File: src/rtl/core/lmsr_pkg.sv
// ----------------------------------------------------------------------------
// lmsr_pkg
// Shared types, constants and color helper of the LED matrix scan refresh.
// ----------------------------------------------------------------------------
package lmsr_pkg;

  localparam int unsigned COLOR_W    = 6;
  localparam int unsigned RGB_W      = 3;
  localparam int unsigned PHASE_W    = 2;
  localparam int unsigned ROW_ADDR_W = 5;

  localparam logic [PHASE_W-1:0] PHASE_LAST = 2'd2;

  // Kind of work that one queued word asks of the back end.
  typedef enum logic [1:0] {
    OP_STORE,
    OP_SHIFT,
    OP_LATCH
  } op_e;

  // Control part of one queued word; frame addresses travel beside it.
  typedef struct packed {
    op_e                   op;
    logic                  first_ok;
    logic                  second_ok;
    logic [PHASE_W-1:0]    phase;
    logic [ROW_ADDR_W-1:0] row_addr;
    logic [COLOR_W-1:0]    color;
  } entry_ctl_t;

  // One result word as it waits in the output queue.
  typedef struct packed {
    logic                  shift_valid;
    logic [RGB_W-1:0]      first_rgb;
    logic [RGB_W-1:0]      second_rgb;
    logic                  latch_pulse;
    logic [ROW_ADDR_W-1:0] row_address;
  } result_t;

  // Lit bits of one pixel: bit 0 red, bit 1 green, bit 2 blue.
  function automatic logic [RGB_W-1:0] lit_bits(input logic [COLOR_W-1:0] c,
                                                input logic               mode,
                                                input logic [PHASE_W-1:0] phase);
    logic [RGB_W-1:0] bits;
    if (mode) begin
      bits[0] = phase < c[5:4];
      bits[1] = phase < c[3:2];
      bits[2] = phase < c[1:0];
    end else begin
      bits[0] = c[5];
      bits[1] = c[3];
      bits[2] = c[1];
    end
    return bits;
  endfunction

endpackage

File: src/rtl/core/lmsr_front.sv
// ----------------------------------------------------------------------------
// lmsr_front
// Accepts input words, tracks the scan position and turns each word into a
// store, a column shift or a row latch with its frame addresses worked out.
// ----------------------------------------------------------------------------
module lmsr_front #(
  parameter int unsigned PANEL_WIDTH   = 64,
  parameter int unsigned SCAN_ROWS     = 16,
  parameter int unsigned LINES_PER_ROW = 4,
  parameter int unsigned PANEL_HEIGHT  = 64,
  localparam int unsigned AW = $clog2(PANEL_WIDTH * PANEL_HEIGHT)
) (
  input  logic                                clk_i,
  input  logic                                rst_ni,
  input  logic                                accept_i,
  input  logic                                command_i,
  input  logic [5:0]                          pixel_x_i,
  input  logic [5:0]                          pixel_y_i,
  input  logic [lmsr_pkg::COLOR_W-1:0]        pixel_color_i,
  input  logic                                color_mode_i,
  output lmsr_pkg::entry_ctl_t                ctl_o,
  output logic [AW-1:0]                       addr_a_o,
  output logic [AW-1:0]                       addr_b_o
);

  import lmsr_pkg::*;

  localparam int unsigned PASS_COUNT = (LINES_PER_ROW + 1) / 2;
  localparam int unsigned CW  = $clog2(PANEL_WIDTH);
  localparam int unsigned PSW = $clog2(PASS_COUNT + 1);
  localparam int unsigned SRW = $clog2(SCAN_ROWS);

  logic [CW-1:0]      col_q, col_d;
  logic [PSW-1:0]     pass_q, pass_d;
  logic [SRW-1:0]     scan_row_q, scan_row_d;
  logic [PHASE_W-1:0] color_phase_q, color_phase_d;
  logic               tick_acc;
  logic               in_shift;
  int                 first_i;
  int                 second_i;

  assign tick_acc = accept_i && command_i;
  assign in_shift = (pass_q < PSW'(PASS_COUNT));

  // Paired frame rows of the current pass.
  always_comb begin
    first_i  = int'(scan_row_q)
               + (int'(LINES_PER_ROW) - 1 - 2 * int'(pass_q)) * int'(SCAN_ROWS);
    second_i = first_i - int'(SCAN_ROWS);
  end

  // Classify the word and form its queue entry.
  always_comb begin
    ctl_o          = '0;
    addr_a_o       = '0;
    addr_b_o       = '0;
    ctl_o.phase    = color_phase_q;
    ctl_o.color    = pixel_color_i;
    if (!command_i) begin
      ctl_o.op       = OP_STORE;
      ctl_o.first_ok = (int'(pixel_x_i) < int'(PANEL_WIDTH))
                       && (int'(pixel_y_i) < int'(PANEL_HEIGHT));
      addr_a_o       = AW'(int'(pixel_y_i) * int'(PANEL_WIDTH) + int'(pixel_x_i));
    end else if (in_shift) begin
      ctl_o.op        = OP_SHIFT;
      ctl_o.first_ok  = (first_i >= 0) && (first_i < int'(PANEL_HEIGHT));
      ctl_o.second_ok = (second_i >= 0) && (second_i < int'(PANEL_HEIGHT));
      addr_a_o        = AW'(first_i * int'(PANEL_WIDTH) + int'(col_q));
      addr_b_o        = AW'(second_i * int'(PANEL_WIDTH) + int'(col_q));
    end else begin
      ctl_o.op       = OP_LATCH;
      ctl_o.row_addr = ROW_ADDR_W'(scan_row_q);
    end
  end

  // Scan position: column within pass, pass, scan row and color phase.
  always_comb begin
    col_d         = col_q;
    pass_d        = pass_q;
    scan_row_d    = scan_row_q;
    color_phase_d = color_phase_q;
    if (tick_acc) begin
      if (in_shift) begin
        if (col_q == CW'(PANEL_WIDTH - 1)) begin
          col_d  = '0;
          pass_d = pass_q + 1'b1;
        end else begin
          col_d = col_q + 1'b1;
        end
      end else begin
        col_d  = '0;
        pass_d = '0;
        if (scan_row_q == SRW'(SCAN_ROWS - 1)) begin
          scan_row_d = '0;
          if (color_mode_i) begin
            color_phase_d = (color_phase_q == PHASE_LAST) ? '0 : color_phase_q + 1'b1;
          end
        end else begin
          scan_row_d = scan_row_q + 1'b1;
        end
      end
    end
  end

  always_ff @(posedge clk_i or negedge rst_ni) begin
    if (!rst_ni) begin
      col_q         <= '0;
      pass_q        <= '0;
      scan_row_q    <= '0;
      color_phase_q <= '0;
    end else begin
      col_q         <= col_d;
      pass_q        <= pass_d;
      scan_row_q    <= scan_row_d;
      color_phase_q <= color_phase_d;
    end
  end

  // A latch tick restarts the row at its first column of its first pass.
  assert property (@(posedge clk_i) disable iff (!rst_ni)
    (tick_acc && !in_shift) |=> (col_q == '0 && pass_q == '0))
    else $error("scan position not restarted after latch");

  // The color phase holds while three-bit mode is selected.
  assert property (@(posedge clk_i) disable iff (!rst_ni)
    !color_mode_i |=> $stable(color_phase_q))
    else $error("color phase moved in three-bit mode");

endmodule

File: config.mk
export PLATFORM = sky130hd
export DESIGN_NAME = lmsr_front
export DESIGN_NICKNAME = d
export VERILOG_FILES = /design/src/rtl/core/lmsr_pkg.sv /design/src/rtl/core/lmsr_front.sv
export SDC_FILE = /design/constraint.sdc
export NUM_CORES = 1
export LEC_CHECK = 0
export BUFFER_PORTS_ARGS = -buffer_cell sky130_fd_sc_hd__buf_2
export CAP_MARGIN = 5
export CELL_PAD_IN_SITES_DETAIL_PLACEMENT = 1
export CELL_PAD_IN_SITES_GLOBAL_PLACEMENT = 2
export CORE_UTILIZATION = 21
export CTS_CLUSTER_DIAMETER = 150
export DETAILED_ROUTE_END_ITERATION = 16
export MAX_ROUTING_LAYER = met4
export PLACE_DENSITY = 0.87
export SLEW_MARGIN = 30
export SYNTH_ARGS = -nofsm -noshare
export SYNTH_HDL_FRONTEND = slang
export SYNTH_SLANG_ARGS = --single-unit
File: constraint.sdc
create_clock -name clk_i -period 1.5 [get_ports clk_i]
set_clock_uncertainty 0.05 [all_clocks]
set_input_delay 0.3 -clock clk_i [delete_from_list [all_inputs] [get_ports clk_i]]
set_output_delay 0.3 -clock clk_i [all_outputs]
set_load 0.005 [all_outputs]
# Word-level counts from Yosys, hierarchy flattened
# Index checks and enable logic that the tools add are counted.
# Widths: inputs -> output; s select.
totals:
  ff_bits: 14
  inputBits: 23
  word_cells: 46
classes:
  n_addsub: 10
  order_cmp: 5
  eq_ne: 4
  muxes: 16
  bitwise_logic: 1
  n_reduce_logical: 6
ops:
  columns: ["operator", "n"]
  rows:
  - ["$mux 12", 4]
  - ["$add 12x7->12", 2]
  - ["$add 12x6->12", 1]
  - ["$mux 4", 3]
  - ["$mux 6", 2]
  - ["$ge 10x1->1 const B", 1]
  - ["$lt 10x8->1 const B", 1]
  - ["$mux 2", 5]
  - ["$sub 9x6->10 const B", 1]
  - ["$add 5x8->9", 1]
  - ["$ge 9x1->1 const B", 1]
  - ["$lt 9x8->1 const B", 1]
  - ["$add 6x1->6 const B", 1]
  - ["$eq 6x6->1 const B", 1]
  - ["$add 2x1->2 const B", 2]
  - ["$add 4x1->4 const B", 1]
  - ["$eq 4x4->1 const B", 1]
  - ["$reduce_and 2->1", 2]
  - ["$reduce_and 4->1", 1]
  - ["$sub 2x3->4 const A", 1]
  - ["$logic_and 1x1->1", 3]
  - ["$mux 3", 1]
  - ["$eq 2x2->1 const B", 1]
  - ["$lt 2x2->1 const B", 1]
  - ["3 further kinds", 3]

# Logic depth before layout (Yosys ltp)
depth:
  word_depth: 7
  ltp_mapped: 5
  depth_no_buf: 4

# Worst setup path before layout
# Ideal clock, no wire load.
synth_timing:
  path_kind: "register to output"
  from: "register pass_q[1]"
  to: "output addr_a_o[0]"
  arrival_ns: 1.124
  slack_ns: 0.026
  stages_incl_launch_ff: 6
  path_buffers: 1
  cell_sequence: "dfrtp_1 > nand2b_1 > inv_1 > clkbuf_1 > and2_1 > a21o_1"
synth_between:
  elab_chain_cells: 3
synth_rtl:
  columns: ["item", "line", "source"]
  rows:
  - ["start: declaration", "lmsr_front.sv:34", "logic [PSW-1:0] pass_q, pass_d;"]
  - ["start signal: assignment", "lmsr_front.sv:113", "pass_q <= pass_d;"]
  - ["$lt 2x2->1", "lmsr_front.sv:43", "assign in_shift = (pass_q < PSW'(PASS_COUNT));"]
  - ["$mux 12", "lmsr_front.sv:64", "end else if (in_shift) begin"]
  - ["$mux 12", "lmsr_front.sv:59", "if (!command_i) begin"]
  - ["end: declaration", "lmsr_front.sv:22", "output logic [AW-1:0] addr_a_o,"]
# No other way between the ends.

# Worst setup path in the final report
layout_timing:
  from: "register pass_q[1]"
  to: "output addr_a_o[5]"
# Same word-level chain as after synthesis.

==> results.sh <==
export IMPL_critical_path_startpoint="pass_q[1]"
export IMPL_final_net_count=195
export IMPL_routabilityCongestion=0.763
export IMPL_grt_pass1_vias=1000
export IMPL_cts_root_buf="clkbuf_8"
export IMPL_rows=24
export IMPL_cts_max_level=1
export IMPL_synth_largest_area_cell="dfrtp_1"
export IMPL_status="complete, but fails checks"
export IMPL_fin_hold_ws_ns=0.425
export IMPL_io_pins=64
export IMPL_fmax_mhz=630
export IMPL_fin_crit_ns=1.59
export IMPL_r2r_start="col_q[1]"
export IMPL_final_core_util_pct=34.4
export IMPL_antenna_found_initial=0
export IMPL_die_area_um2=4840
export IMPL_cp_max_fo=10
export IMPL_synth_cells=113
export IMPL_n_antenna_cell=0
export IMPL_synth_edf_count=0
export IMPL_dr_total_vias=1005
export IMPL_syn_to_final_growth_pct=57.1
export IMPL_synthArstFlopShare_pct=100
export IMPL_cp_arrival_ns=1.24
export IMPL_drive_gt1_share_pct=52.7
export IMPL_timing_final_ws_setup_ns=-0.0861
export IMPL_final_antenna_net_count=0
export IMPL_insertion_delay_ns=0.25
export IMPL_synth_seq_cells=14
export IMPL_clkSinkCount=14
export IMPL_initial_core_util_pct=21.9
export IMPL_end_kind="output port"
export IMPL_finalSetupViolations=12
export IMPL_mostFrequentLayoutCells="41 x buf_2, 14 x dfrtp_1, 13 x a21o_1, 11 x buf_4"
export IMPL_coreArea_um2=4380
export IMPL_vias_per_cell=4.55
export IMPL_drt_pre_antenna_iters=5
export IMPL_ir_drop_mv=0.351
export IMPL_p_leak_nw=0.850
export IMPL_drt_iter0_markers=19
export IMPL_yosysTopAreaCellShare_pct=36.5
export IMPL_syn_cell_area_um2=960
export IMPL_clock_path_buffers=2
export IMPL_drc=0
export IMPL_hold_path_class="primary input to async pin"
export IMPL_report_final_slew_viol_count=0
export IMPL_numPortBuffers=49
export IMPL_cts_made_buffers=3
export IMPL_p_per_area_nw_per_um2=1030
export IMPL_period_share_pct=106
export IMPL_synth_area_leaders="dfrtp_1 37%, a21o_1 10%, buf_4 7.0%, and2_1 6.5%, o21ai_0 3.7%"
export IMPL_final_common_cell="buf_2"
export IMPL_synth_cell_types=30
export IMPL_die_w_um=69.6
export IMPL_dpl_hpwl_mm=2.30
export IMPL_wl_mm=3.16
export IMPL_violations="negative setup slack"
export IMPL_crit_required_ns=1.15
export IMPL_worstSetupPathType="flop to output port"
export IMPL_track_usage_pct=13.3
export IMPL_start_kind="flop"
export IMPL_grt_max_degree=15
export IMPL_p_total_w=0.00155
export IMPL_ys_seq_area_share_pct=36.5
export IMPL_grt_pass1_wl_mm=5.01
export IMPL_path_clk_slew_ns=0.06
export IMPL_rsz0062_at_grt="yes"
export IMPL_ys_warnings_count=0
export IMPL_die_h_um=69.6
export IMPL_wl_per_cell_um=14.3
export IMPL_grt_overflow_total=0
export IMPL_hold_viol_final=0
export IMPL_cts_tree="yes"
export IMPL_fillerInstances=536
export IMPL_maxCapViolations=0
export IMPL_synthFlopType="dfrtp_1"
export IMPL_avgSynthCellArea_um2=8.49
[critical path, cell delays in order (launching register included)]
cell and delay (ns):
dfrtp_1 0.34, nand2b_4 0.16, inv_6 0.05, and2_4 0.16, a21o_1 0.15, buf_2 0.13
[power by group]
| group | leakage, nW | switching, W | internal [W] |
|---|---|---|---|
| combinational | 0.645 | 0.000290 | 0.000339 |
| clock | 0.0288 | 0.000144 | 0.000233 |
| sequential | 0.177 | 0.0000860 | 0.000459 |
| total | 0.850 | 0.000521 | 0.00103 |
[cell usage after synthesis (2+ instances only)]
| cell type | number |
|---|---|
| a21o_1 | 13 |
| a21oi_1 | 3 |
| and2_1 | 10 |
| and3_1 | 4 |
| buf_2 | 2 |
| buf_4 | 9 |
| clkbuf_1 | 3 |
| dfrtp_1 | 14 |
| ha_1 | 2 |
| inv_1 | 5 |
| mux2_2 | 2 |
| nand2_1 | 8 |
| nand2b_1 | 2 |
| nand3_1 | 5 |
| nand4_1 | 3 |
| nor2_1 | 6 |
| o21ai_0 | 7 |
| or4_1 | 2 |
| xor2_1 | 2 |
[cells by family (layout without fill, tap and decap cells)]
kind of cell	count (synthesis)	in the layout	share of synthesized area, %
AO/OA/AOI/OAI	27	27	18.6
XOR/XNOR	3	3	2.74
adder cells (fa/ha/maj)	2	2	2.61
buffers and inverters	19	74	11.2
flip-flops	14	14	36.5
multiplexers	2	2	2.35
other	1	2	0.391
AND/OR/NAND/NOR	45	45	25.6
[layout make-up]
cell class | instances | area, µm² | area share (%)
inverters | 5 | 23.8 | 1.58
well taps | 52 | 65.1 | 4.32
flip-flops and latches | 14 | 350 | 23.2
clock buffers | 4 | 55.1 | 3.65
repair buffers | 65 | 450 | 29.9
multi-input cells | 81 | 563 | 37.3
[routing by layer]
metal | wire, µm | share of wire [%] | GRT usage, % | vias up
met2 | 1560 | 49 | 21.8 | 44
met3 | 190 | 6.0 | 2.33 | 11
li1 | - | - | - | 490
met4 | 80 | 2.5 | 6.80 | 0
met1 | 1330 | 42 | 15.6 | 460
met5 | 0 | 0 | - | -
[final timing paths]
path	to	slack [ns]	cells after the start
worst max-delay path	addr_a_o[5]	-0.09	5
worst min-delay path	col_q[1]	0.43	2
worst max register to register	pass_q[0]	0.07	4
worst min register to register	color_phase_q[0]	0.52	1
max in group asynchronous	scan_row_q[2]	0.73	2
min in group clk_i	col_q[2]	0.44	4
[flip-flops by register name, summed over array words and instances (netlist names)]
register,flops
col_q,6
pass_q,2
scan_row_q,4
color_phase_q,2
[what timing repair did]
action	CTS	global route
hold endpoints to repair	14	0
hold buffers	1	0
setup buffers	1	2
endpoints found under the setup margin	26	32
resized for setup	12	19
cloned	0	0
[per-stage QoR]
step / setup TNS (ns) / setup slack (ns) / cells / instance area [µm²]
after floorplan: 0 / 0.0260 / 114 / 963
after global placement: 0 / 0.0201 / 214 / 1310
after detailed placement: 0 / 0.0112 / 214 / 1310
after CTS: -0.665 / -0.0668 / 220 / 1420
after global routing: -2.46 / -0.158 / 221 / 1510
final: -0.737 / -0.0861 / 221 / 1510
Power figures use the tool's default switching activity.
