## config.mk

```make
export PLATFORM = sky130hd
export DESIGN_NAME = lmsr_fifo
export DESIGN_NICKNAME = d
export VERILOG_FILES = /design/src/rtl/core/lmsr_fifo.sv
export SDC_FILE = /design/constraint.sdc
export NUM_CORES = 1
export LEC_CHECK = 0
export ABC_CLOCK_PERIOD_IN_PS = 1800
export BUFFER_PORTS_ARGS = -buffer_cell sky130_fd_sc_hd__buf_2
export CORE_ASPECT_RATIO = 1.1
export CORE_MARGIN = 1
export CORE_UTILIZATION = 52
export CTS_BUF_LIST = sky130_fd_sc_hd__clkbuf_2
export DETAILED_ROUTE_END_ITERATION = 16
export PLACE_DENSITY = 0.84
export RECOVER_POWER = 50
export SYNTH_ARGS = -nofsm -noshare
export SYNTH_HDL_FRONTEND = slang
export SYNTH_SLANG_ARGS = --single-unit
```

## constraint.sdc

```tcl
create_clock -name clk_i -period 1.8 [get_ports clk_i]
set_input_delay 0.18 -clock clk_i [delete_from_list [all_inputs] [get_ports clk_i]]
set_output_delay 0.18 -clock clk_i [all_outputs]
set_load 0.01 [all_outputs]
```

## src/rtl/core/lmsr_fifo.sv

```systemverilog
// ----------------------------------------------------------------------------
// lmsr_fifo
// Small register queue with push/full and pop/empty sides and a fill count.
// ----------------------------------------------------------------------------
module lmsr_fifo #(
  parameter int unsigned WIDTH = 8,
  parameter int unsigned DEPTH = 4,
  localparam int unsigned PTR_W = (DEPTH > 1) ? $clog2(DEPTH) : 1,
  localparam int unsigned CNT_W = $clog2(DEPTH + 1)
) (
  input  logic             clk_i,
  input  logic             rst_ni,
  input  logic             push_i,
  input  logic [WIDTH-1:0] wdata_i,
  output logic             full_o,
  input  logic             pop_i,
  output logic [WIDTH-1:0] rdata_o,
  output logic             empty_o,
  output logic [CNT_W-1:0] count_o
);

  logic [WIDTH-1:0] slot_q [DEPTH];
  logic [PTR_W-1:0] wptr_q, wptr_d;
  logic [PTR_W-1:0] rptr_q, rptr_d;
  logic [CNT_W-1:0] count_q, count_d;
  logic             do_push;
  logic             do_pop;

  assign full_o  = (count_q == CNT_W'(DEPTH));
  assign empty_o = (count_q == '0);
  assign do_push = push_i && !full_o;
  assign do_pop  = pop_i && !empty_o;
  assign rdata_o = slot_q[rptr_q];
  assign count_o = count_q;

  // Pointer and count update.
  always_comb begin
    wptr_d  = wptr_q;
    rptr_d  = rptr_q;
    count_d = count_q;
    if (do_push) begin
      wptr_d = (wptr_q == PTR_W'(DEPTH - 1)) ? '0 : wptr_q + 1'b1;
    end
    if (do_pop) begin
      rptr_d = (rptr_q == PTR_W'(DEPTH - 1)) ? '0 : rptr_q + 1'b1;
    end
    if (do_push && !do_pop) begin
      count_d = count_q + 1'b1;
    end else if (do_pop && !do_push) begin
      count_d = count_q - 1'b1;
    end
  end

  always_ff @(posedge clk_i or negedge rst_ni) begin
    if (!rst_ni) begin
      wptr_q  <= '0;
      rptr_q  <= '0;
      count_q <= '0;
    end else begin
      wptr_q  <= wptr_d;
      rptr_q  <= rptr_d;
      count_q <= count_d;
    end
  end

  // Slot storage holds payload only.
  always_ff @(posedge clk_i) begin
    if (do_push) begin
      slot_q[wptr_q] <= wdata_i;
    end
  end

endmodule

```

; Word-level counts from Yosys, hierarchy flattened
; Memories as Yosys holds them, arrays and structs flattened.
; Cells that the tools add are included.
[totals]
wordCells = 27
inputBits = 12
n_memories = 1
ramBits = 32
regBits = 7
out_inout_bits = 13
[classes]
n_eq_ne = 3
mux = 6
n_reduce_logical = 10
add_sub_neg = 4
[mem_list]
columns = memory, depth, word_bits, read_ports, rd_clocked_by_memory_dff, write_ports, line
row1 = slot_q, 4, 8, 1, 0, 1, 22  ; logic [WIDTH-1:0] slot_q [DEPTH];
[op_table]
columns = op, count
row1 = two-way mux 3 bit, 2
row2 = adder 2 x 1 -> 2 bit (second input constant), 2
row3 = == test 2 bit (second input constant), 2
row4 = logical AND 1 bit, 4
row5 = logical NOT 1 bit, 4
row6 = two-way mux 2 bit, 2
row7 = adder 3 x 1 -> 3 bit (second input constant), 1
row8 = == test 3 bit (second input constant), 1
row9 = logical NOT 3 bit, 1
row10 = subtractor 3 x 1 -> 3 bit (second input constant), 1
row11 = two-way mux 1 bit, 2
row12 = nonzero test 2 bit, 1

; Depth between registers and ports, before layout
; Gate-level depths: netlist of the first run.
[depth]
depth_word = 7
mapped_depth = 9
depth_no_buf = 8

; Least setup slack after synthesis of the first run
; OpenSTA, ideal clock, no wires.
[synth_path]
path_kind = register to register
start = register count_q[0] (netlist: count_o[0])
end = register count_q[2] (netlist: count_o[2])
setup_ns = 0.079
slack_ns = -0.317
n_path_buf = 0
t_arrival_ns = 2.038
path_stages_with_launch = 9
synth_period_minus_slack_ns = 2.117
t_required_ns = 1.721
path_cell_list = dfrtp_1 -> nor3_1 -> nand2b_4 -> ha_1 -> inv_1 -> fa_1 -> xor2_1 -> nor2_1 -> xor2_1
[synth_via]
elab_chain_cells = 6
word_cells_on_any_way = 15
cone_classes = 2 x add/sub / 1 x eq/ne / 2 x mux / 10 x reduce/logical
[synth_rtl]
columns = item, line
row1 = "start, declared", 25  ; logic [CNT_W-1:0] count_q, count_d;
row2 = "start signal, assigned", 62  ; count_q <= count_d;
row3 = logical NOT 3 bit (*), 30  ; assign empty_o = (count_q == '0);
row4 = net empty_o, 18  ; output logic empty_o,
row5 = logical NOT 1 bit (*), 32  ; assign do_pop = pop_i && !empty_o;
row6 = logical AND 1 bit (*), 32
row7 = logical NOT 1 bit, 47  ; if (do_push && !do_pop) begin
row8 = logical AND 1 bit, 47
row9 = two-way mux 3 bit or nonzero test 2 bit (tied branches), --
; Mark *: on every way through the listed nets, which the timed path passes. The rest lies on a longest branch. The select of a mux whose other input is x is not followed.
; A chain may end at the register's enable or synchronous reset.

; Worst setup path in the final report of the first run
[layout_path]
start = register count_q[0] (netlist: count_o[0])
end = register count_q[2] (netlist: count_o[2])
[layout_via]
elab_chain_cells = 6
word_cells_on_any_way = 15
cone_classes = 2 x add/sub / 1 x eq/ne / 2 x mux / 10 x reduce/logical
[layout_rtl]
columns = item
row1 = branches (longest 6 deep; another with subtractor 3 x 1 -> 3 bit)
; Several ways; the timed one is not identified. The select of a mux whose other input is x is not followed.

==> results of run 1 <==
[metrics by stage]
stage | total power, µW | setup TNS, ns | utilization | cells
2_1_floorplan | 2190 | -0.175 | - | 79
3_3_place_gp | 2510 | 0 | 0.637 | 137
3_5_place_dp | 2600 | -0.113 | 0.637 | 137
4_1_cts | 3150 | -0.270 | 0.708 | 160
5_1_grt | 3370 | -0.698 | 0.714 | 161
6_report | 3190 | -0.145 | 0.714 | 161
[layout make-up]
cell class              count  area [µm²]  share of cell area
repair buffers             44         322               0.158
flip-flops and latches     39        1140               0.562
inverters                   3        11.3             0.00553
multi-input cells          34         479               0.235
clock buffers               6        30.0              0.0148
clock inverters             2        8.76             0.00430
well taps                  33        41.3              0.0203
[layer usage]
metal / GRT usage / vias up / routed length, µm
li1: - / 396 / -
met1: 0.224 / 437 / 1210
met2: 0.360 / 23 / 1650
met3: 0.0618 / 8 / 113
met4: 0.0857 / 0 / 52
met5: 0 / - / 0
[state kept, by name, indices dropped and copies added, names as in the netlist]
signal   flops
count_o      3
wptr_q       2
rptr_q       2
slot_q      32
[power breakdown]
group          internal (µW)  leakage, µW  switching (µW)
Combinational            810     0.000372             590
Sequential              1240     0.000371             188
Clock                   95.4    0.0000304             274
[final timing paths]
| kind | start | to | slack, ns | depth (start not counted) |
|---|---|---|---|---|
| worst min register to register | wptr_q[0]$_DFFE_PN0P_ | wptr_q[0]$_DFFE_PN0P_ | 0.63 | 1 |
| worst max register to register | count_o[0]$_DFFE_PN0P_ | count_o[2]$_DFFE_PN0P_ | -0.04 | 8 |
| worst max-delay path | count_o[0]$_DFFE_PN0P_ | count_o[2]$_DFFE_PN0P_ | -0.04 | 8 |
| worst min-delay path | rst_ni | count_o[0]$_DFFE_PN0P_ | 0.20 | 2 |
| max in group asynchronous | rst_ni | rptr_q[0]$_DFFE_PN0P_ | 1.28 | 2 |
| min in group clk_i | pop_i | count_o[0]$_DFFE_PN0P_ | 0.22 | 4 |
[Yosys cell counts, types with 2 or more instances]
cell,n
xor2_1,2
inv_1,3
mux2_4,2
nor2_1,3
mux2_2,3
dfrtp_1,7
mux4_2,8
ha_1,6
and2_2,4
edfxtp_1,32
[critical path, stage by stage (launching register included)]
cell and delay (ns):
dfrtp_2 0.49, nor3_4 0.20, nand2b_4 0.18, ha_4 0.13
inv_2 0.03, fa_2 0.33, xor2_1 0.14, nor2_1 0.11
xor2_1 0.16
[repair_timing]
item	4_1_cts	5_1_grt
gates resized for setup	9	4
endpoints found under the hold margin	39	0
setup buffers	6	1
setup endpoints to repair	10	10
hold buffers	9	0
pin swaps	4	4
[kinds of logic (layout without fill, tap and decap cells)]
logic type    after synthesis  after routing  share of synthesized area
fa+ha+maj                   7              7                     0.0587
mux                        13             13                      0.151
simple gates               11             11                     0.0541
buf+inv                     6             55                     0.0193
flops                      39             39                      0.701
xor+xnor                    3              3                     0.0162
==> flow_metrics.env, run 1 <==
export IMPL_worstPathMaxFanout=3
export IMPL_run_status="finished with violations"
export IMPL_worstPathArrival_ns=2.16
export IMPL_die_w_um=55.2
export IMPL_insertion_delay_ns=0.40
export IMPL_place_gp_congestion=0.640
export IMPL_period_share=1.02
export IMPL_final_cell_mix="edfxtp_1, buf_2, dlygate4sd3_1, clkbuf_1"
export IMPL_tightest_slew_ns=0.441
export IMPL_post_dp_cell_area_um2=1820
export IMPL_place_hpwl_um=1900
export IMPL_die_height_um=60.5
export IMPL_antenna_found_initial=0
export IMPL_violations="setup timing"
export IMPL_cts_buffers=5
export IMPL_io_pins=25
export IMPL_synth_edff_count=32
export IMPL_clockBufferDepth=2
export IMPL_cts_tree="done"
export IMPL_slew_headroom=0.706
export IMPL_final_common_cell="edfxtp_1"
export IMPL_finalNetCount=146
export IMPL_place_ws_ns=-0.0997
export IMPL_rsz0062_at_grt="true"
export IMPL_vias_per_cell=5.37
export IMPL_port_buffer_count=24
export IMPL_setup_viol=8
export IMPL_maxSlewViolCount=0
export IMPL_yosys_warnings=0
export IMPL_synth_distinct_cells=19
export IMPL_insertedDiodeCount=0
export IMPL_end_kind="flop"
export IMPL_start_kind="flop"
export IMPL_fmax_ghz=0.544
export IMPL_grt_pass1_vias=883
export IMPL_cts_sinks=39
export IMPL_drv_cap=0
export IMPL_synth_top_area_cell="edfxtp_1"
export IMPL_drive_gt1_frac=0.477
export IMPL_synth_top_area_share=0.593
export IMPL_drc=0
export IMPL_wl_um=3030
export IMPL_start_util=0.568
export IMPL_synth_area_top_cells="edfxtp_1, mux4_2, dfrtp_1, ha_1, mux2_2"
export IMPL_min_period_ns=1.84
export IMPL_avgRoutedWirePerCell_um=18.8
export IMPL_h_tree_depth=2
export IMPL_async_reset_ff_frac=0.179
export IMPL_grt_util_all_layers=0.199
export IMPL_synth_avg_cell_area_um2=20.5
export IMPL_ant_nets=0
export IMPL_hold_violations=0
export IMPL_critPathKind="flop to flop"
export IMPL_drt_iter0_drc=19
export IMPL_coreArea_um2=2850
export IMPL_postLayoutCellArea_um2=2040
export IMPL_fp_dieArea_um2=3340
export IMPL_clock_root_buffer="clkbuf_2"
export IMPL_finalWorstSetupSlack_ns=-0.0389
export IMPL_seq_area_frac_synth=0.701
export IMPL_critical_path_required_ns=2.12
export IMPL_fp_row_count=20
export IMPL_clkTransAtPathRegs_ns=0.18
export IMPL_overflow=0
export IMPL_synth_flop_cell="edfxtp_1"
export IMPL_grt_pass1_wl_um=4510
export IMPL_dr_pass1_iters=4
export IMPL_ys_seq_elements=39
export IMPL_power_leakage_uw=0.000774
export IMPL_grt_max_degree=13
export IMPL_skew_ns=0.0291
export IMPL_hold_class="input port to async pin"
export IMPL_nFillCells=187
export IMPL_syn_nets=98
export IMPL_synthCells=79
export IMPL_hold_ws_ns=0.198
export IMPL_power_density_nw_per_um2=1570
export IMPL_syn_area_um2=1620
export IMPL_area_growth_pct=25.6
export IMPL_vias=864
export IMPL_ir_drop_v=0.00119
(Power assumes the default switching activity.)
==> run 2: changes to the inputs <==
--- a/config.mk
+++ b/config.mk
@@ -12,7 +12,7 @@
 export CORE_UTILIZATION = 52
 export CTS_BUF_LIST = sky130_fd_sc_hd__clkbuf_2
 export DETAILED_ROUTE_END_ITERATION = 16
-export PLACE_DENSITY = 0.84
+export PLACE_DENSITY = 0.86
 export RECOVER_POWER = 50
 export SYNTH_ARGS = -nofsm -noshare
 export SYNTH_HDL_FRONTEND = slang
==> run 2 against run 1 <==
Net effect:
- the run still ends with setup timing left
- combinational power hardly changed
- non-clock buffer count up 2
- worst hold slack got worse by 0.028 ns
- die area stayed put
- register-to-register slack about the same
- sequential power barely moved
- sequential share of layout area decreased by 0.84 points
- setup slack improved by 0.014 ns
- fmax is 0.74% higher
- routed wire length down 8.1%
- largest cell class unchanged
- largest power group unchanged
==> flow_metrics.env, run 2 (synthesis gave the netlist of run 1 again) <==
export IMPL_clkTransAtPathRegs_ns=0.20
export IMPL_period_share=1.01
export IMPL_insertion_delay_ns=0.40
export IMPL_dp_cells=137
export IMPL_die_w_um=55.2
export IMPL_drt_iter0_drc=23
export IMPL_busiest_layer="met2"
export IMPL_regMostFlops="slot_q"
export IMPL_area_growth_pct=27.4
export IMPL_run_status="finished with violations"
export IMPL_drc=0
export IMPL_dr_pass1_iters=4
export IMPL_min_period_ns=1.83
export IMPL_coreArea_um2=2850
export IMPL_p_total_uw=3310
export IMPL_met1_usage=0.211
export IMPL_clockBufferDepth=2
export IMPL_grt_pass1_vias=870
export IMPL_drv_cap=0
export IMPL_power_leakage_uw=0.000793
export IMPL_grt_pass1_wl_um=4080
export IMPL_setup_viol=2
export IMPL_avgRoutedWirePerCell_um=17.1
export IMPL_drive_gt1_frac=0.492
export IMPL_final_cell_mix="edfxtp_1, buf_2, buf_4"
export IMPL_vias=863
export IMPL_overflow=0
export IMPL_ant_nets=0
export IMPL_h_tree_depth=2
export IMPL_largest_reg_flops=32
export IMPL_maxSlewViolCount=0
export IMPL_finalNetCount=148
export IMPL_finalWorstSetupSlack_ns=-0.0254
export IMPL_io_pins=25
export IMPL_critical_path_required_ns=2.12
export IMPL_start_kind="flop"
export IMPL_grt_max_degree=13
export IMPL_grt_util_all_layers=0.178
export IMPL_start_util=0.568
export IMPL_insertedDiodeCount=0
export IMPL_clock_root_buffer="clkbuf_2"
export IMPL_place_gp_congestion=0.727
export IMPL_violations="setup timing"
export IMPL_tightest_slew_ns=0.387
export IMPL_hold_violations=0
export IMPL_fmax_ghz=0.548
export IMPL_end_kind="flop"
export IMPL_cts_tree="done"
export IMPL_place_ws_ns=-0.0445
export IMPL_power_density_nw_per_um2=1600
export IMPL_slew_headroom=0.742
export IMPL_critPathKind="flop to flop"
export IMPL_antenna_found_initial=0
export IMPL_port_buffer_count=24
export IMPL_worstPathMaxFanout=3
export IMPL_ir_drop_v=0.00139
export IMPL_skew_ns=0.0277
export IMPL_use_met3=0.0469
export IMPL_worstPathArrival_ns=2.14
export IMPL_finalSetupTns_ns=-0.0324
export IMPL_fp_row_count=20
export IMPL_final_common_cell="edfxtp_1"
export IMPL_hold_class="input port to async pin"
export IMPL_cts_sinks=39
export IMPL_rsz0062_at_grt="true"
export IMPL_place_hpwl_um=1680
export IMPL_vias_per_cell=5.29
export IMPL_die_height_um=60.5
export IMPL_layout_cells_non_filler=163
export IMPL_fp_dieArea_um2=3340
export IMPL_grt_use_met2=0.291
export IMPL_cts_buffers=5
export IMPL_wl_um=2780
-- run 2: worst max-delay path: stages, from the launching register on --
cell	delay [ns]
dfrtp_2	0.48
nor3b_4	0.17
nor2b_2	0.17
ha_4	0.16
inv_2	0.03
fa_2	0.34
xor2_1	0.17
nor2_1	0.07
xor2_1	0.15
-- run 2: final cells by class --
type,count,area [µm²]
fillers,194,788
clock buffers,5,25.0
well taps,33,41.3
inverters,3,11.3
multi-input cells,34,483
flip-flops and latches,39,1140
clock inverters,3,38.8
repair buffers,46,323
-- run 2: layer usage --
| metal | share of wire | vias up |
|---|---|---|
| li1 | - | 398 |
| met5 | 0 | - |
| met3 | 0.034 | 7 |
| met1 | 0.41 | 436 |
| met4 | 0.025 | 0 |
| met2 | 0.53 | 22 |
-- run 2: timing repair --
item                                    in CTS  in global routing
endpoints found under the setup margin      10                 10
resized for setup                            6                  5
endpoints found under the hold margin       39                  0
hold buffers                                 9                  0
buffers inserted                             6                  3
pin swaps                                    3                  2
-- run 2: path summary, 6_finish.rpt --
| path | slack [ns] | start | endpoint | depth (start not counted) |
|---|---|---|---|---|
| min in group clk_i | 0.22 | pop_i | count_o[0]$_DFFE_PN0P_ | 4 |
| worst min-delay path | 0.17 | rst_ni | rptr_q[0]$_DFFE_PN0P_ | 2 |
| worst min register to register | 0.61 | wptr_q[1]$_DFFE_PN0P_ | wptr_q[1]$_DFFE_PN0P_ | 1 |
| worst max-delay path | -0.03 | count_o[2]$_DFFE_PN0P_ | count_o[2]$_DFFE_PN0P_ | 8 |
| max in group asynchronous | 1.31 | rst_ni | count_o[1]$_DFFE_PN0P_ | 2 |
| worst max register to register | -0.03 | count_o[2]$_DFFE_PN0P_ | count_o[2]$_DFFE_PN0P_ | 8 |
-- run 2: where the power goes --
group          total (µW)  internal, µW  switching (µW)
combinational        1400           812             593
sequential           1400          1230             169
clock                 502           228             274
-- run 2: metrics by stage --
stage	area, µm²	hold slack [ns]	utilization
global placement	1820	0.0172	0.637
global route	2060	0.158	0.724
finish	2060	0.170	0.724
detailed placement	1820	0.0202	0.637
floorplan	1650	-0.116	-
CTS	2030	0.0668	0.712
==> run 3: changes to the inputs <==
--- a/config.mk
+++ b/config.mk
@@ -13,7 +13,7 @@
 export CTS_BUF_LIST = sky130_fd_sc_hd__clkbuf_2
 export DETAILED_ROUTE_END_ITERATION = 16
 export PLACE_DENSITY = 0.86
-export RECOVER_POWER = 50
+export RECOVER_POWER = 25
 export SYNTH_ARGS = -nofsm -noshare
 export SYNTH_HDL_FRONTEND = slang
 export SYNTH_SLANG_ARGS = --single-unit
==> run 3 against run 2 <==
Net effect:
- the run still ends with setup timing left
- critical path type unchanged
- largest power group is now combinational logic
- non-clock buffer count unchanged
- clock power barely moved
- via count stayed put
==> flow_metrics.env, run 3 (synthesis gave the netlist of run 1 again) <==
export IMPL_worstPathMaxFanout=3
export IMPL_power_leakage_uw=0.000801
export IMPL_r2r_end="count_o[2]$_DFFE_PN0P_"
export IMPL_slew_headroom=0.742
export IMPL_worstPathArrival_ns=2.14
export IMPL_fmax_ghz=0.548
export IMPL_reg2reg_slack_ns=-0.03
export IMPL_cts_sinks=39
export IMPL_setup_viol=2
export IMPL_insertion_delay_ns=0.40
export IMPL_cts_buffers=5
export IMPL_finalWorstSetupSlack_ns=-0.0254
export IMPL_drive_gt1_frac=0.515
export IMPL_skew_ns=0.0277
export IMPL_maxSlewViolCount=0
export IMPL_fp_dieArea_um2=3340
export IMPL_overflow=0
export IMPL_fp_row_count=20
export IMPL_cts_tree="done"
export IMPL_min_period_ns=1.83
export IMPL_power_density_nw_per_um2=1600
export IMPL_antenna_found_initial=0
export IMPL_violations="setup timing"
export IMPL_finalNetCount=148
export IMPL_nFillCells=193
export IMPL_drv_cap=0
export IMPL_drt_iter0_drc=29
export IMPL_area_growth_pct=27.6
export IMPL_avgRoutedWirePerCell_um=17.1
export IMPL_run_status="finished with violations"
export IMPL_clkTransAtPathRegs_ns=0.20
export IMPL_port_buffer_count=24
export IMPL_regMostFlops="slot_q"
export IMPL_finalSetupTns_ns=-0.0324
export IMPL_hold_violations=0
export IMPL_wl_um=2790
export IMPL_p_total_uw=3310
export IMPL_io_pins=25
export IMPL_vias_per_cell=5.29
export IMPL_vias=863
export IMPL_insertedDiodeCount=0
export IMPL_critPathKind="flop to flop"
export IMPL_final_common_cell="edfxtp_1"
export IMPL_die_height_um=60.5
export IMPL_place_hpwl_um=1680
export IMPL_grt_pass1_vias=870
export IMPL_largest_reg_flops=32
export IMPL_place_gp_congestion=0.727
export IMPL_ant_nets=0
export IMPL_grt_max_degree=13
export IMPL_start_util=0.568
export IMPL_die_w_um=55.2
export IMPL_rr_worst_depth=8
export IMPL_period_share=1.01
export IMPL_clockBufferDepth=2
export IMPL_drc=0
export IMPL_rr_startpoint="count_o[2]$_DFFE_PN0P_"
export IMPL_grt_pass1_wl_um=4080
export IMPL_start_kind="flop"
export IMPL_clock_root_buffer="clkbuf_2"
export IMPL_final_cell_mix="edfxtp_1, buf_2, buf_4"
export IMPL_critical_path_required_ns=2.12
export IMPL_hold_class="input port to async pin"
export IMPL_hold_ws_ns=0.170
export IMPL_rsz0062_at_grt="true"
export IMPL_grt_util_all_layers=0.178
export IMPL_coreArea_um2=2850
export IMPL_ir_drop_v=0.00139
export IMPL_tightest_slew_ns=0.387
export IMPL_utilization=0.725
export IMPL_end_kind="flop"
export IMPL_dr_pass1_iters=4
export IMPL_h_tree_depth=2
==> run 3: cell count changes in the layout (fill, tap and decap cells not counted), sizes merged <==
cell / before / now
buf: 28 / 31
clkbuf: 14 / 11
==> run 3: power by group <==
| group | switching (µW) | leakage (µW) | internal (µW) | total [µW] |
|---|---|---|---|---|
| clock network | 274 | 0.0000404 | 228 | 502 |
| logic | 593 | 0.000390 | 813 | 1410 |
| registers | 169 | 0.000370 | 1230 | 1400 |
| total | 1040 | 0.000801 | 2270 | 3310 |
==> run 3: through the flow <==
stage,worst slack (ns),cell area (µm²),cells
after global placement,0.0000463,1820,137
final,-0.0254,2070,163
after CTS,-0.0166,2030,160
after detailed placement,-0.0445,1820,137
after global routing,-0.0903,2070,163
after floorplan,-0.106,1650,79
==> run 3: worst max-delay path: stages, from the launching register on <==
cell,delay [ns]
dfrtp_2,0.48
nor3b_4,0.17
nor2b_2,0.17
ha_4,0.16
inv_2,0.03
fa_2,0.34
xor2_1,0.17
nor2_1,0.07
xor2_1,0.15
==> run 3: how the worst max path moves through the flow <==
stage,start,end,slack [ns],cells past startpoint
6_report,count_o[2]$_DFFE_PN0P_,count_o[2]$_DFFE_PN0P_,-0.03,8
3_3_place_gp,count_o[2]$_DFFE_PN0P_,count_o[2]$_DFFE_PN0P_,0.00005,8
4_1_cts,rptr_q[0]$_DFFE_PN0P_,rdata_o[0],-0.02,3
5_1_grt,count_o[2]$_DFFE_PN0P_,count_o[2]$_DFFE_PN0P_,-0.09,8
3_5_place_dp,count_o[2]$_DFFE_PN0P_,count_o[2]$_DFFE_PN0P_,-0.04,8
2_1_floorplan,count_o[0]$_DFFE_PN0P_,count_o[1]$_DFFE_PN0P_,-0.11,7
==> run 3: area by class of cell <==
| type | count | area (µm²) | area share |
|---|---|---|---|
| tap | 33 | 41.3 | 0.0200 |
| clock buffer | 5 | 25.0 | 0.0121 |
| multi-input combinational | 34 | 483 | 0.234 |
| timing repair buffer | 46 | 327 | 0.158 |
| clock inverter | 3 | 38.8 | 0.0188 |
| sequential | 39 | 1140 | 0.552 |
| inverter | 3 | 11.3 | 0.00544 |
==> run 3: repair_timing <==
item / in CTS / in global routing
endpoints found under the hold margin: 39 / 0
hold buffers: 9 / 0
resized for setup: 6 / 5
pin swaps: 3 / 2
buffers inserted: 6 / 3
setup endpoints to repair: 10 / 10
==> run 3: layer usage <==
layer | part of all wire | GRT usage
met5 | 0 | 0
met4 | 0.025 | 0.129
met3 | 0.034 | 0.0469
met2 | 0.53 | 0.291
met1 | 0.41 | 0.211
